File: config.mk
export PLATFORM = sky130hd
export DESIGN_NAME = spc_div
export DESIGN_NICKNAME = d
export VERILOG_FILES = /design/src/spc_pkg.sv /design/src/spc_div.sv
export SDC_FILE = /design/constraint.sdc
export NUM_CORES = 2
export LEC_CHECK = 0
export BUFFER_PORTS_ARGS = -buffer_cell sky130_fd_sc_hd__buf_4
export CAP_MARGIN = 20
export CORE_ASPECT_RATIO = 2
export CORE_MARGIN = 1
export CORE_UTILIZATION = 43
export DETAILED_ROUTE_END_ITERATION = 6
export PLACE_DENSITY = 0.66
export SKIP_LAST_GASP = 1
export SLEW_MARGIN = 20
export SYNTH_ARGS = -nofsm -noshare
export SYNTH_HDL_FRONTEND = slang
export SYNTH_SLANG_ARGS = --single-unit
File: constraint.sdc
create_clock -name aclk -period 4.4 [get_ports aclk]
set_input_delay 0.66 -clock aclk [delete_from_list [all_inputs] [get_ports aclk]]
set_output_delay 0.66 -clock aclk [all_outputs]
set_load 0.005 [all_outputs]
File: src/spc_pkg.sv
// spc_pkg: widths, codes, latencies and stage payload structs for the sphere pair
// contact pipeline. No dependencies; imported by every module of the block.
package spc_pkg;

    localparam int CoordW = 32;
    localparam int RadW   = 30;
    localparam int SepW   = 16;
    localparam int NormW  = 18;
    localparam int ImpW   = 31;
    localparam int StatW  = 2;
    localparam int MagW   = 31;   // |d| component once far pairs are dropped
    localparam int SumW   = 31;   // own + rival radius
    localparam int SqW    = 62;
    localparam int D2W    = 64;
    localparam int DistW  = 32;
    localparam int NumW   = 48;
    localparam int QW     = 17;
    localparam int ProdW  = 47;
    localparam int RemW   = 36;   // square root partial remainder
    localparam int IdxW   = 2;
    localparam int CfgW   = 32;

    localparam int SqrtLat = DistW;
    localparam int DivLat  = QW;

    localparam logic [StatW-1:0] ST_NONE  = 2'd0;
    localparam logic [StatW-1:0] ST_HIT   = 2'd1;
    localparam logic [StatW-1:0] ST_COINC = 2'd2;

    localparam logic [IdxW-1:0] REG_OWN_RADIUS = 2'd0;
    localparam logic [IdxW-1:0] REG_MIN_SEP    = 2'd1;

    localparam logic [RadW-1:0] OWN_RADIUS_RST = 30'd65536;
    localparam logic [SepW-1:0] MIN_SEP_RST    = 16'd1;

    typedef struct packed {
        logic                       hit;
        logic [2:0]                 neg;
        logic [2:0][MagW-1:0]       mag;
        logic [2:0][CoordW-1:0]     rc;
        logic [RadW-1:0]            rr;
        logic [SumW-1:0]            big_r;
    } spc_mid_t;

    typedef struct packed {
        logic [StatW-1:0]           status;
        logic [2:0]                 neg;
        logic [2:0][CoordW-1:0]     rc;
        logic [RadW-1:0]            rr;
        logic [ImpW-1:0]            impact;
    } spc_tail_t;

endpackage

File: src/spc_div.sv
// spc_div: pipelined restoring divider, one quotient bit per stage, for the
// normal components. Depends on spc_pkg. Quotient must fit in QW bits.
module spc_div (
    input  logic                      aclk,
    input  logic                      ce,
    input  logic [spc_pkg::NumW-1:0]  num_in,
    input  logic [spc_pkg::DistW-1:0] den_in,
    output logic [spc_pkg::QW-1:0]    quo_out
);
    import spc_pkg::*;

    logic [NumW-1:0]  rem_reg [DivLat];
    logic [DistW-1:0] den_reg [DivLat];
    logic [QW-1:0]    quo_reg [DivLat];

    genvar s;
    for (s = 0; s < DivLat; s++) begin : g_st
        logic [NumW-1:0]  rem_prev;
        logic [DistW-1:0] den_prev;
        logic [QW-1:0]    quo_prev;
        logic [NumW:0]    den_sh;
        logic             take;

        if (s == 0) begin : g_first
            assign rem_prev = num_in;
            assign den_prev = den_in;
            assign quo_prev = '0;
        end else begin : g_next
            assign rem_prev = rem_reg[s-1];
            assign den_prev = den_reg[s-1];
            assign quo_prev = quo_reg[s-1];
        end

        assign den_sh = {{(NumW+1-DistW){1'b0}}, den_prev} << (QW-1-s);
        assign take   = ({1'b0, rem_prev} >= den_sh);

        always_ff @(posedge aclk) begin
            if (ce) begin
                rem_reg[s] <= take ? (rem_prev - den_sh[NumW-1:0]) : rem_prev;
                den_reg[s] <= den_prev;
                quo_reg[s] <= {quo_prev[QW-2:0], take};
            end
        end
    end

    assign quo_out = quo_reg[DivLat-1];

endmodule

==> results_dict.tcl <==
set metrics [dict create \
    cts_buffers 148 \
    ant_nets 0 \
    fmax_mhz 234 \
    h-tree-depth 4 \
    io_buffers 98 \
    crit_start "rem_reg[0][109]$_DFFE_PP_" \
    fin_hold_ws_ns 0.0435 \
    synth_area_um2 81700 \
    finalCriticalPeriod_ns 4.28 \
    drive_gt1_share_pct 8.88 \
    powerDensity_nw_per_um2 665 \
    start_util_pct 43.4 \
    largest_register_ffs 768 \
    synth_cell_types 86 \
    die_height_um 618 \
    final_nets 8498 \
    dp_hpwl_um 168000 \
    status "completed" \
    path_max_fanout 3 \
    regToRegStartpoint "rem_reg[0][109]$_DFFE_PP_" \
    leakagePower_nw 36.7 \
    synth-simple-area-share_pct 11.3 \
    ys_ff_latch 1433 \
    vias_per_cell 5.54 \
    finClkSkew_ns 0.0403 \
    crit_slowest_cell "a221o_2" \
    insertion_delay_ns 0.81 \
    fin_area_um2 91700 \
    fp.dieW_um 310 \
    clockRootBuffer "clkbuf_16" \
    synth-compound-area-share_pct 15.8 \
    clock_path_buffers 4 \
    cts_tree "built" \
    syn_inst 7575 \
    cp.required_ns 4.93 \
    cts.clk_slew.worst_paths_ns 0.06 \
    crit_chain "inv_1, ha_1, inv_1, fa_1, a211oi_2, o21a_1, o21ai_1, a311o_1, a21o_1, a311o_2, a221o_2, a311o_1, xor2_1, mux2_4" \
    cp-start-kind "register" \
    finish.utilization_pct 48.7 \
    num_rows 225 \
    grtUsageTotal_pct 22.1 \
    synth_top_family_by_area "compound AO/OA/AOI/OAI gates" \
    first_iter_violations 3073 \
    synthArstFlopShare_pct 0 \
    core_um2 188000 \
    remaining_drc_errors 0 \
    finalHoldViolations 0 \
    ir_drop_mv 0.297 \
    yosysSeqAreaShare_pct 52.7 \
    maxCapViolations 0 \
    drt-total-wl_um 213000 \
    synth_nets 8217 \
    firstDrtPassIters 7 \
    cts_sinks 1433 \
    grt_overflow 0 \
    critPathKind "reg2reg" \
    syn_to_final_growth_pct 12.3 \
    synth_warnings 0 \
    grt_pass1_vias 61900 \
    dpl_cell_area_um2 87000 \
    synth_fa_ha_area_share_pct 8.73 \
    grt_pass1_wl_um 325000 \
    syn_avg_cell_area_um2 10.8 \
    r2r_cells 14 \
    slew-limit-headroom_pct 12.2 \
    gp_routability_congestion 0.974 \
    min_path_cells 1 \
    ys.flop_type "edfxtp_1" \
    grt_antenna_before_repair 4 \
    setup_violations 0 \
    final_max_slew_viol_count 0 \
    max_stage_delay_ns 0.43 \
    hp-class "in2reg" \
    synth_mux_area_share_pct 1.34 \
    wl_per_cell_um 20.4 \
    num_vias 57900 \
    period_share_pct 97.3 \
    grt_max_degree 120 \
    synth-edff-count 1433 \
    rsz0062_at_grt "yes" \
    worstPathArrival_ns 4.81 \
    die_area_um2 192000 \
    tightestPinTransition_ns 1.31 \
    nFillCells 16900 \
    ios 99 \
    synthXorXnorAreaFrac_pct 5.91 \
    endpoint_kind "register" \
    min_from "num_in[15]" \
]
[synthesized netlist by cell type, drive strengths merged (17+ instances only)]
cell type,count,area [um^2]
a31oi,58,363
xor2,232,2030
and4,21,184
a21boi,18,135
o21ai,480,2400
nand3,113,566
a2111oi,20,195
a21o,307,2310
a211oi,56,425
clkbuf,209,785
nor2,561,2110
edfxtp,1433,43000
a211o,17,149
nor2b,75,469
xnor2,319,2790
inv,681,2560
and3,67,419
nor4,72,450
nor3,103,515
or4,23,173
nand3b,17,128
o31ai,35,263
mux2,87,983
nand4,104,651
and2,32,200
or2,21,131
o211ai,41,308
nand2,570,2140
or3,39,244
o21a,72,541
buf,21,109
ha,544,6810
o21bai,81,608
nand2b,71,444
a21oi,734,3680
[cells by family (layout without fill, tap and decap cells)]
logic type,count (synthesis),count (layout)
compound gates,2084,2084
simple gates,1938,1938
flops,1433,1433
buf+inv,911,1285
fa+ha+maj,560,560
xor+xnor,551,551
mux,98,98
other cells,0,2
[path summary, 6_finish.rpt]
path | to | slack [ns]
worst max-delay path | rem_reg[0][187]$_DFFE_PP_ | 0.12
worst min-delay path | rem_reg[0][15]$_DFFE_PP_ | 0.04
worst max register to register | rem_reg[0][187]$_DFFE_PP_ | 0.12
worst min register to register | quo_reg[0][125]$_DFFE_PP_ | 0.41
[cell type report]
type	count	area (um^2)	share of cell area (%)
sequential	1433	43000	46.9
multi-input combinational	5231	35300	38.5
clock buffer	178	3880	4.23
timing repair buffer	361	3140	3.43
tap	2497	3120	3.41
inverter	681	2560	2.79
clock inverter	65	617	0.673
antenna	2	5.00	0.00546
[metal layers]
layer / vias up / global-route usage (%) / wire length (um)
li1: 28300 / - / -
met1: 27600 / 14.7 / 57300
met2: 1253 / 48.8 / 130000
met3: 748 / 2.22 / 4940
met4: 0 / 19.1 / 20600
met5: - / 0 / 0
[worst max-delay path: cells and delay by family (launching register included)]
family	cells	cell delay [ns]
AOI/OAI and AO/OA	8	2.47
adders and majority gates	2	0.58
DFF	1	0.38
muxes	1	0.25
xor gates and xnor gates	1	0.16
buffers and inverters	2	0.15
[power breakdown]
group	leakage [nW]	switching, W	internal, W
clock	2.20	0.00519	0.00695
sequential	13.9	0.00187	0.0197
combinational	20.6	0.0160	0.0113
total	36.7	0.0231	0.0379
[layout by cell type, fill, tap and decap left out, types with 35 or more instances in the layout]
master | synthesis | layout
a21o_1 | 305 | 305
mux2_2 | 83 | 83
xor2_1 | 232 | 232
nand4_1 | 104 | 104
edfxtp_1 | 1433 | 1433
a211oi_1 | 55 | 54
o211ai_1 | 41 | 41
a31oi_1 | 58 | 58
a21oi_1 | 733 | 731
nor4_1 | 72 | 71
o21bai_1 | 81 | 80
or3_1 | 39 | 39
inv_1 | 679 | 679
nand2_1 | 570 | 570
xnor2_1 | 319 | 319
and3_1 | 67 | 67
o21ai_0 | 471 | 469
nand2b_1 | 71 | 71
nor3_1 | 103 | 103
nor2_1 | 561 | 560
o31ai_1 | 35 | 35
clkbuf_16 | 0 | 151
nor2b_1 | 75 | 75
o21a_1 | 72 | 72
buf_4 | 0 | 319
ha_1 | 544 | 544
nand3_1 | 113 | 113
[metrics by stage]
stage | TNS [ns] | cells | total power [W] | setup slack (ns)
after global placement | -0.0794 | 10200 | 0.0483 | -0.0794
after floorplan | 0 | 7575 | 0.0400 | 0.478
after global routing | -0.0620 | 10400 | 0.0646 | -0.0620
after CTS | 0 | 10400 | 0.0610 | 0.0174
after detailed placement | -0.0533 | 10200 | 0.0487 | -0.0533
final | 0 | 10400 | 0.0609 | 0.119
[timing repair]
| action | CTS | global route |
|---|---|---|
| resized for setup | 0 | 5 |
| setup buffers | 1 | 1 |
| pin swaps | 3 | 6 |
| setup endpoints to repair | 1 | 9 |
| hold endpoints to repair | 10 | 0 |
| hold buffers | 10 | 0 |
Note: power is estimated with default switching activity, not from simulation.
