<file path="src/spc_pkg.sv">
// spc_pkg: widths, codes, latencies and stage payload structs for the sphere pair
// contact pipeline. No dependencies; imported by every module of the block.
package spc_pkg;

    localparam int CoordW = 32;
    localparam int RadW   = 30;
    localparam int SepW   = 16;
    localparam int NormW  = 18;
    localparam int ImpW   = 31;
    localparam int StatW  = 2;
    localparam int MagW   = 31;   // |d| component once far pairs are dropped
    localparam int SumW   = 31;   // own + rival radius
    localparam int SqW    = 62;
    localparam int D2W    = 64;
    localparam int DistW  = 32;
    localparam int NumW   = 48;
    localparam int QW     = 17;
    localparam int ProdW  = 47;
    localparam int RemW   = 36;   // square root partial remainder
    localparam int IdxW   = 2;
    localparam int CfgW   = 32;

    localparam int SqrtLat = DistW;
    localparam int DivLat  = QW;

    localparam logic [StatW-1:0] ST_NONE  = 2'd0;
    localparam logic [StatW-1:0] ST_HIT   = 2'd1;
    localparam logic [StatW-1:0] ST_COINC = 2'd2;

    localparam logic [IdxW-1:0] REG_OWN_RADIUS = 2'd0;
    localparam logic [IdxW-1:0] REG_MIN_SEP    = 2'd1;

    localparam logic [RadW-1:0] OWN_RADIUS_RST = 30'd65536;
    localparam logic [SepW-1:0] MIN_SEP_RST    = 16'd1;

    typedef struct packed {
        logic                       hit;
        logic [2:0]                 neg;
        logic [2:0][MagW-1:0]       mag;
        logic [2:0][CoordW-1:0]     rc;
        logic [RadW-1:0]            rr;
        logic [SumW-1:0]            big_r;
    } spc_mid_t;

    typedef struct packed {
        logic [StatW-1:0]           status;
        logic [2:0]                 neg;
        logic [2:0][CoordW-1:0]     rc;
        logic [RadW-1:0]            rr;
        logic [ImpW-1:0]            impact;
    } spc_tail_t;

endpackage

</file>
<file path="src/spc_sqrt.sv">
// spc_sqrt: pipelined integer square root, one result bit per stage.
// Depends on spc_pkg for widths and latency.
module spc_sqrt (
    input  logic                      aclk,
    input  logic                      ce,
    input  logic [spc_pkg::D2W-1:0]   x_in,
    output logic [spc_pkg::DistW-1:0] root_out
);
    import spc_pkg::*;

    logic [D2W-1:0]   x_reg    [SqrtLat];
    logic [RemW-1:0]  rem_reg  [SqrtLat];
    logic [DistW-1:0] root_reg [SqrtLat];

    genvar s;
    for (s = 0; s < SqrtLat; s++) begin : g_st
        logic [D2W-1:0]   x_prev;
        logic [RemW-1:0]  rem_prev;
        logic [DistW-1:0] root_prev;
        logic [RemW-1:0]  rem_sh;
        logic [RemW-1:0]  test;
        logic             take;

        if (s == 0) begin : g_first
            assign x_prev    = x_in;
            assign rem_prev  = '0;
            assign root_prev = '0;
        end else begin : g_next
            assign x_prev    = x_reg[s-1];
            assign rem_prev  = rem_reg[s-1];
            assign root_prev = root_reg[s-1];
        end

        // bring down the next bit pair and try root*4+1
        assign rem_sh = {rem_prev[RemW-3:0], x_prev[D2W-1-2*s -: 2]};
        assign test   = {2'b00, root_prev, 2'b01};
        assign take   = (rem_sh >= test);

        always_ff @(posedge aclk) begin
            if (ce) begin
                x_reg[s]    <= x_prev;
                rem_reg[s]  <= take ? (rem_sh - test) : rem_sh;
                root_reg[s] <= {root_prev[DistW-2:0], take};
            end
        end
    end

    assign root_out = root_reg[SqrtLat-1];

endmodule

</file>
<file path="config.mk">
export PLATFORM = sky130hd
export DESIGN_NAME = spc_sqrt
export DESIGN_NICKNAME = d
export VERILOG_FILES = /design/src/spc_pkg.sv /design/src/spc_sqrt.sv
export SDC_FILE = /design/constraint.sdc
export NUM_CORES = 2
export LEC_CHECK = 0
export ABC_AREA = 0
export BUFFER_PORTS_ARGS = -buffer_cell sky130_fd_sc_hd__buf_2
export CORE_ASPECT_RATIO = 1.2
export CORE_MARGIN = 10
export CORE_UTILIZATION = 35
export CTS_CLUSTER_DIAMETER = 50
export DETAILED_ROUTE_END_ITERATION = 8
export GPL_TIMING_DRIVEN = 0
export SLEW_MARGIN = 20
export SYNTH_ARGS = -nofsm -noshare
export SYNTH_HDL_FRONTEND = slang
export SYNTH_MEMORY_MAX_BITS = 65536
export SYNTH_SLANG_ARGS = --single-unit
</file>
<file path="constraint.sdc">
create_clock -name aclk -period 9.6 [get_ports aclk]
set_input_delay 0.48 -clock aclk [delete_from_list [all_inputs] [get_ports aclk]]
set_output_delay 0.48 -clock aclk [all_outputs]
set_load 0.005 [all_outputs]
</file>
==> results_dict.tcl <==
set metrics [dict create \
    grt_pass1_vias 73470 \
    clk_path_buf_depth 4 \
    synth.avg_cell_area_um2 12.93 \
    layout-drive-gt1-share_pct 7.769 \
    vias_per_cell 4.955 \
    synth_cells 9045 \
    overflow 0 \
    clk-insertion-delay-late_ns 0.91 \
    worstPathArrival_ns 6.00 \
    cts_sinks 2523 \
    critPathSlowestCell "a21oi_1" \
    die_area_um2 357800 \
    final.setup_skew_ns 0.05599 \
    fin_crit_ns 5.454 \
    syn_area_um2 117000 \
    hold-path-endpoint "x_reg[0][61]$_DFFE_PP_" \
    grt_first_pass_wirelength_um 397000 \
    post_cts_resized 0 \
    maxCapViolCount 0 \
    hold_depth 2 \
    tritoncts "done" \
    drtAntennaViolNets 0 \
    tightest_slew_ns 1.134 \
    crit_fanout 10 \
    reg2regPathDepth 12 \
    wl_um 252700 \
    top_level_ports 98 \
    drc 0 \
    cp-end-kind "flop" \
    setup_viol 0 \
    cts_made_buffers 321 \
    antenna_found_initial 5 \
    synth_edf_count 2523 \
    hold_viol 0 \
    maxSlewHeadroom_pct 23.82 \
    rsz0062_at_grt "false" \
    via_count 70720 \
    row_count 232 \
    gp_congestion 0.9448 \
    yosys_warnings 0 \
    power_density_nw_per_um2 244.1 \
    final_common_cell "edfxtp_1" \
    status "completed" \
    yosysSeqAreaShare_pct 64.77 \
    final_cell_mix "edfxtp_1, nand2_1, inv_1" \
    r2r_start "root_reg[22][3]$_DFFE_PP_" \
    peakVddDrop_mv 0.1676 \
    syn_nets 9673 \
    r2r_end "rem_reg[23][1]$_DFFE_PP_" \
    crit_top_cell "a21oi_1" \
    fin_hold_ws_ns 0.2831 \
    grt_max_degree 149 \
    slew_violations 0 \
    cpPeakStageDelay_ns 0.84 \
    clkTransAtPathRegs_ns 0.06 \
    core_um2 332700 \
    synth.distinct_cells 98 \
    r2r_slack_ns 4.15 \
    timing.fmax_mhz 183.4 \
    finalNetCount 10180 \
    start_util_pct 35.16 \
    leakage_nw 50.70 \
    clock-root-buffer "clkbuf_16" \
    critical_path_required_ns 10.15 \
    largest_reg_flops 1003 \
    io_buffers 97 \
    cp_top_family "compound AO/OA/AOI/OAI gates" \
    crit_buf_inv 3 \
    async_flop_share_pct 0 \
    syn_to_final_growth_pct 15.45 \
    start_kind "flop" \
    grt_usage_pct 13.66 \
    chipHeight_um 653.3 \
    critical_path_class "reg -> reg" \
    fin_setup_tns_ns 0 \
    dp_hpwl_um 186800 \
    ctsHtreeMaxLevel 5 \
    ys_ff_latch 2523 \
    drtIter0Drc 4432 \
    firstDrtPassIters 6 \
    hp-start "x_in[61]" \
    crit_chain "inv_1 -> ha_1 -> a211oi_1 -> nor2_1 -> o41ai_1 -> a21oi_1 -> a311oi_1 -> o21ai_1 -> a21oi_1 -> buf_2 -> inv_1 -> a21oi_1" \
    wl_per_cell_um 17.71 \
    fin_crit_sh_pct 56.81 \
    synthFlopType "edfxtp_1" \
    die_w_um 547.7 \
    min_path_type "in -> reg" \
]
-- worst register-to-register path, stage by stage (launching register included) --
cell,delay (ns)
edfxtp_1,0.63
inv_1,0.09
ha_1,0.36
a211oi_1,0.27
nor2_1,0.10
o41ai_1,0.39
a21oi_1,0.24
a311oi_1,0.77
o21ai_1,0.19
a21oi_1,0.53
buf_2,0.38
inv_1,0.31
a21oi_1,0.85
-- cell type report --
class	instances	area (um^2)
Clock inverter	222	2307
Fill cell	31010	197600
Inverter	721	2706
Antenna cell	6	15.01
Clock buffer	367	8397
Timing Repair Buffer	187	1765
Tap cell	4446	5563
Sequential cell	2523	75760
Multi-Input combinational cell	5631	37830
Buffer	170	690.7
-- timing repair --
action | in CTS | in global routing
hold buffers | 66 | 0
endpoints found under the hold margin | 107 | 0
setup buffers | 0 | 0
-- stage by stage --
step | util (%) | cells | power, W | cell area (um^2) | setup slack (ns)
2_1_floorplan | - | 9045 | 0.01913 | 117000 | 6.286
3_3_place_gp | 36.98 | 13590 | 0.02189 | 123000 | -31.82
3_5_place_dp | 37.17 | 13610 | 0.02116 | 123700 | 4.135
4_1_cts | 40.59 | 14270 | 0.03340 | 135000 | 4.097
5_1_grt | 40.59 | 14270 | 0.03473 | 135000 | 3.938
6_report | 40.59 | 14270 | 0.03297 | 135000 | 4.146
-- Yosys cell counts (all sizes together), types with 45 or more instances --
| cell | number | area share (%) |
|---|---|---|
| edfxtp | 2523 | 65 |
| nand2 | 739 | 2.4 |
| inv | 719 | 2.3 |
| o21ai | 606 | 2.6 |
| ha | 562 | 6.0 |
| nor2 | 481 | 1.5 |
| a21oi | 465 | 2.0 |
| xnor2 | 424 | 3.2 |
| xor2 | 414 | 3.1 |
| a21o | 241 | 1.5 |
| nor3 | 240 | 1.0 |
| clkbuf | 142 | 0.46 |
| nand3 | 122 | 0.53 |
| o21a | 119 | 0.76 |
| nor4 | 105 | 0.57 |
| nand4 | 100 | 0.53 |
| or3 | 99 | 0.55 |
| nand2b | 93 | 0.50 |
| nor2b | 92 | 0.49 |
| o31ai | 71 | 0.46 |
| or4 | 55 | 0.36 |
| and3 | 47 | 0.25 |
| a31oi | 45 | 0.24 |
-- layer usage --
metal  global-route usage [%]  wire length [um]  vias to the layer above
li1                         -                 -                    34540
met1                    13.89             91190                    33860
met2                    26.18            135900                     1627
met3                    2.284             10200                      690
met4                    7.755             15470                        0
met5                        0                 0                        -
-- power breakdown --
part | switching (W) | internal [W] | total [W]
logic | 0.00369 | 0.00254 | 0.00623
registers | 0.000840 | 0.0139 | 0.0148
clock network | 0.00477 | 0.00721 | 0.0120
total | 0.00930 | 0.0237 | 0.0330
-- logic make-up (layout without fill, tap and decap cells) --
logic type	count (synthesis)	after routing	synth area share (%)
flip-flops	2523	2523	64.77
AND/OR/NAND/NOR	2326	2326	9.757
AO/OA/AOI/OAI	1855	1855	9.791
buffers and inverters	891	1667	2.904
XOR/XNOR	838	838	6.281
adder cells (fa/ha/maj)	562	562	6.012
multiplexers	49	49	0.4814
other	1	7	0.003206
-- worst max path at each step --
stage / slack, ns / cells past startpoint / from / to
2_1_floorplan: 6.29 / 10 / rem_reg[19][0]$_DFFE_PP_ / rem_reg[20][3]$_DFFE_PP_
6_report: 4.15 / 12 / root_reg[22][3]$_DFFE_PP_ / rem_reg[23][1]$_DFFE_PP_
3_5_place_dp: 4.13 / 12 / root_reg[22][3]$_DFFE_PP_ / rem_reg[23][1]$_DFFE_PP_
3_3_place_gp: -31.82 / 1 / ce / x_reg[6][2]$_DFFE_PP_
5_1_grt: 3.94 / 14 / rem_reg[9][0]$_DFFE_PP_ / rem_reg[10][27]$_DFFE_PP_
4_1_cts: 4.10 / 12 / root_reg[22][3]$_DFFE_PP_ / rem_reg[23][1]$_DFFE_PP_
(Power assumes the default switching activity.)
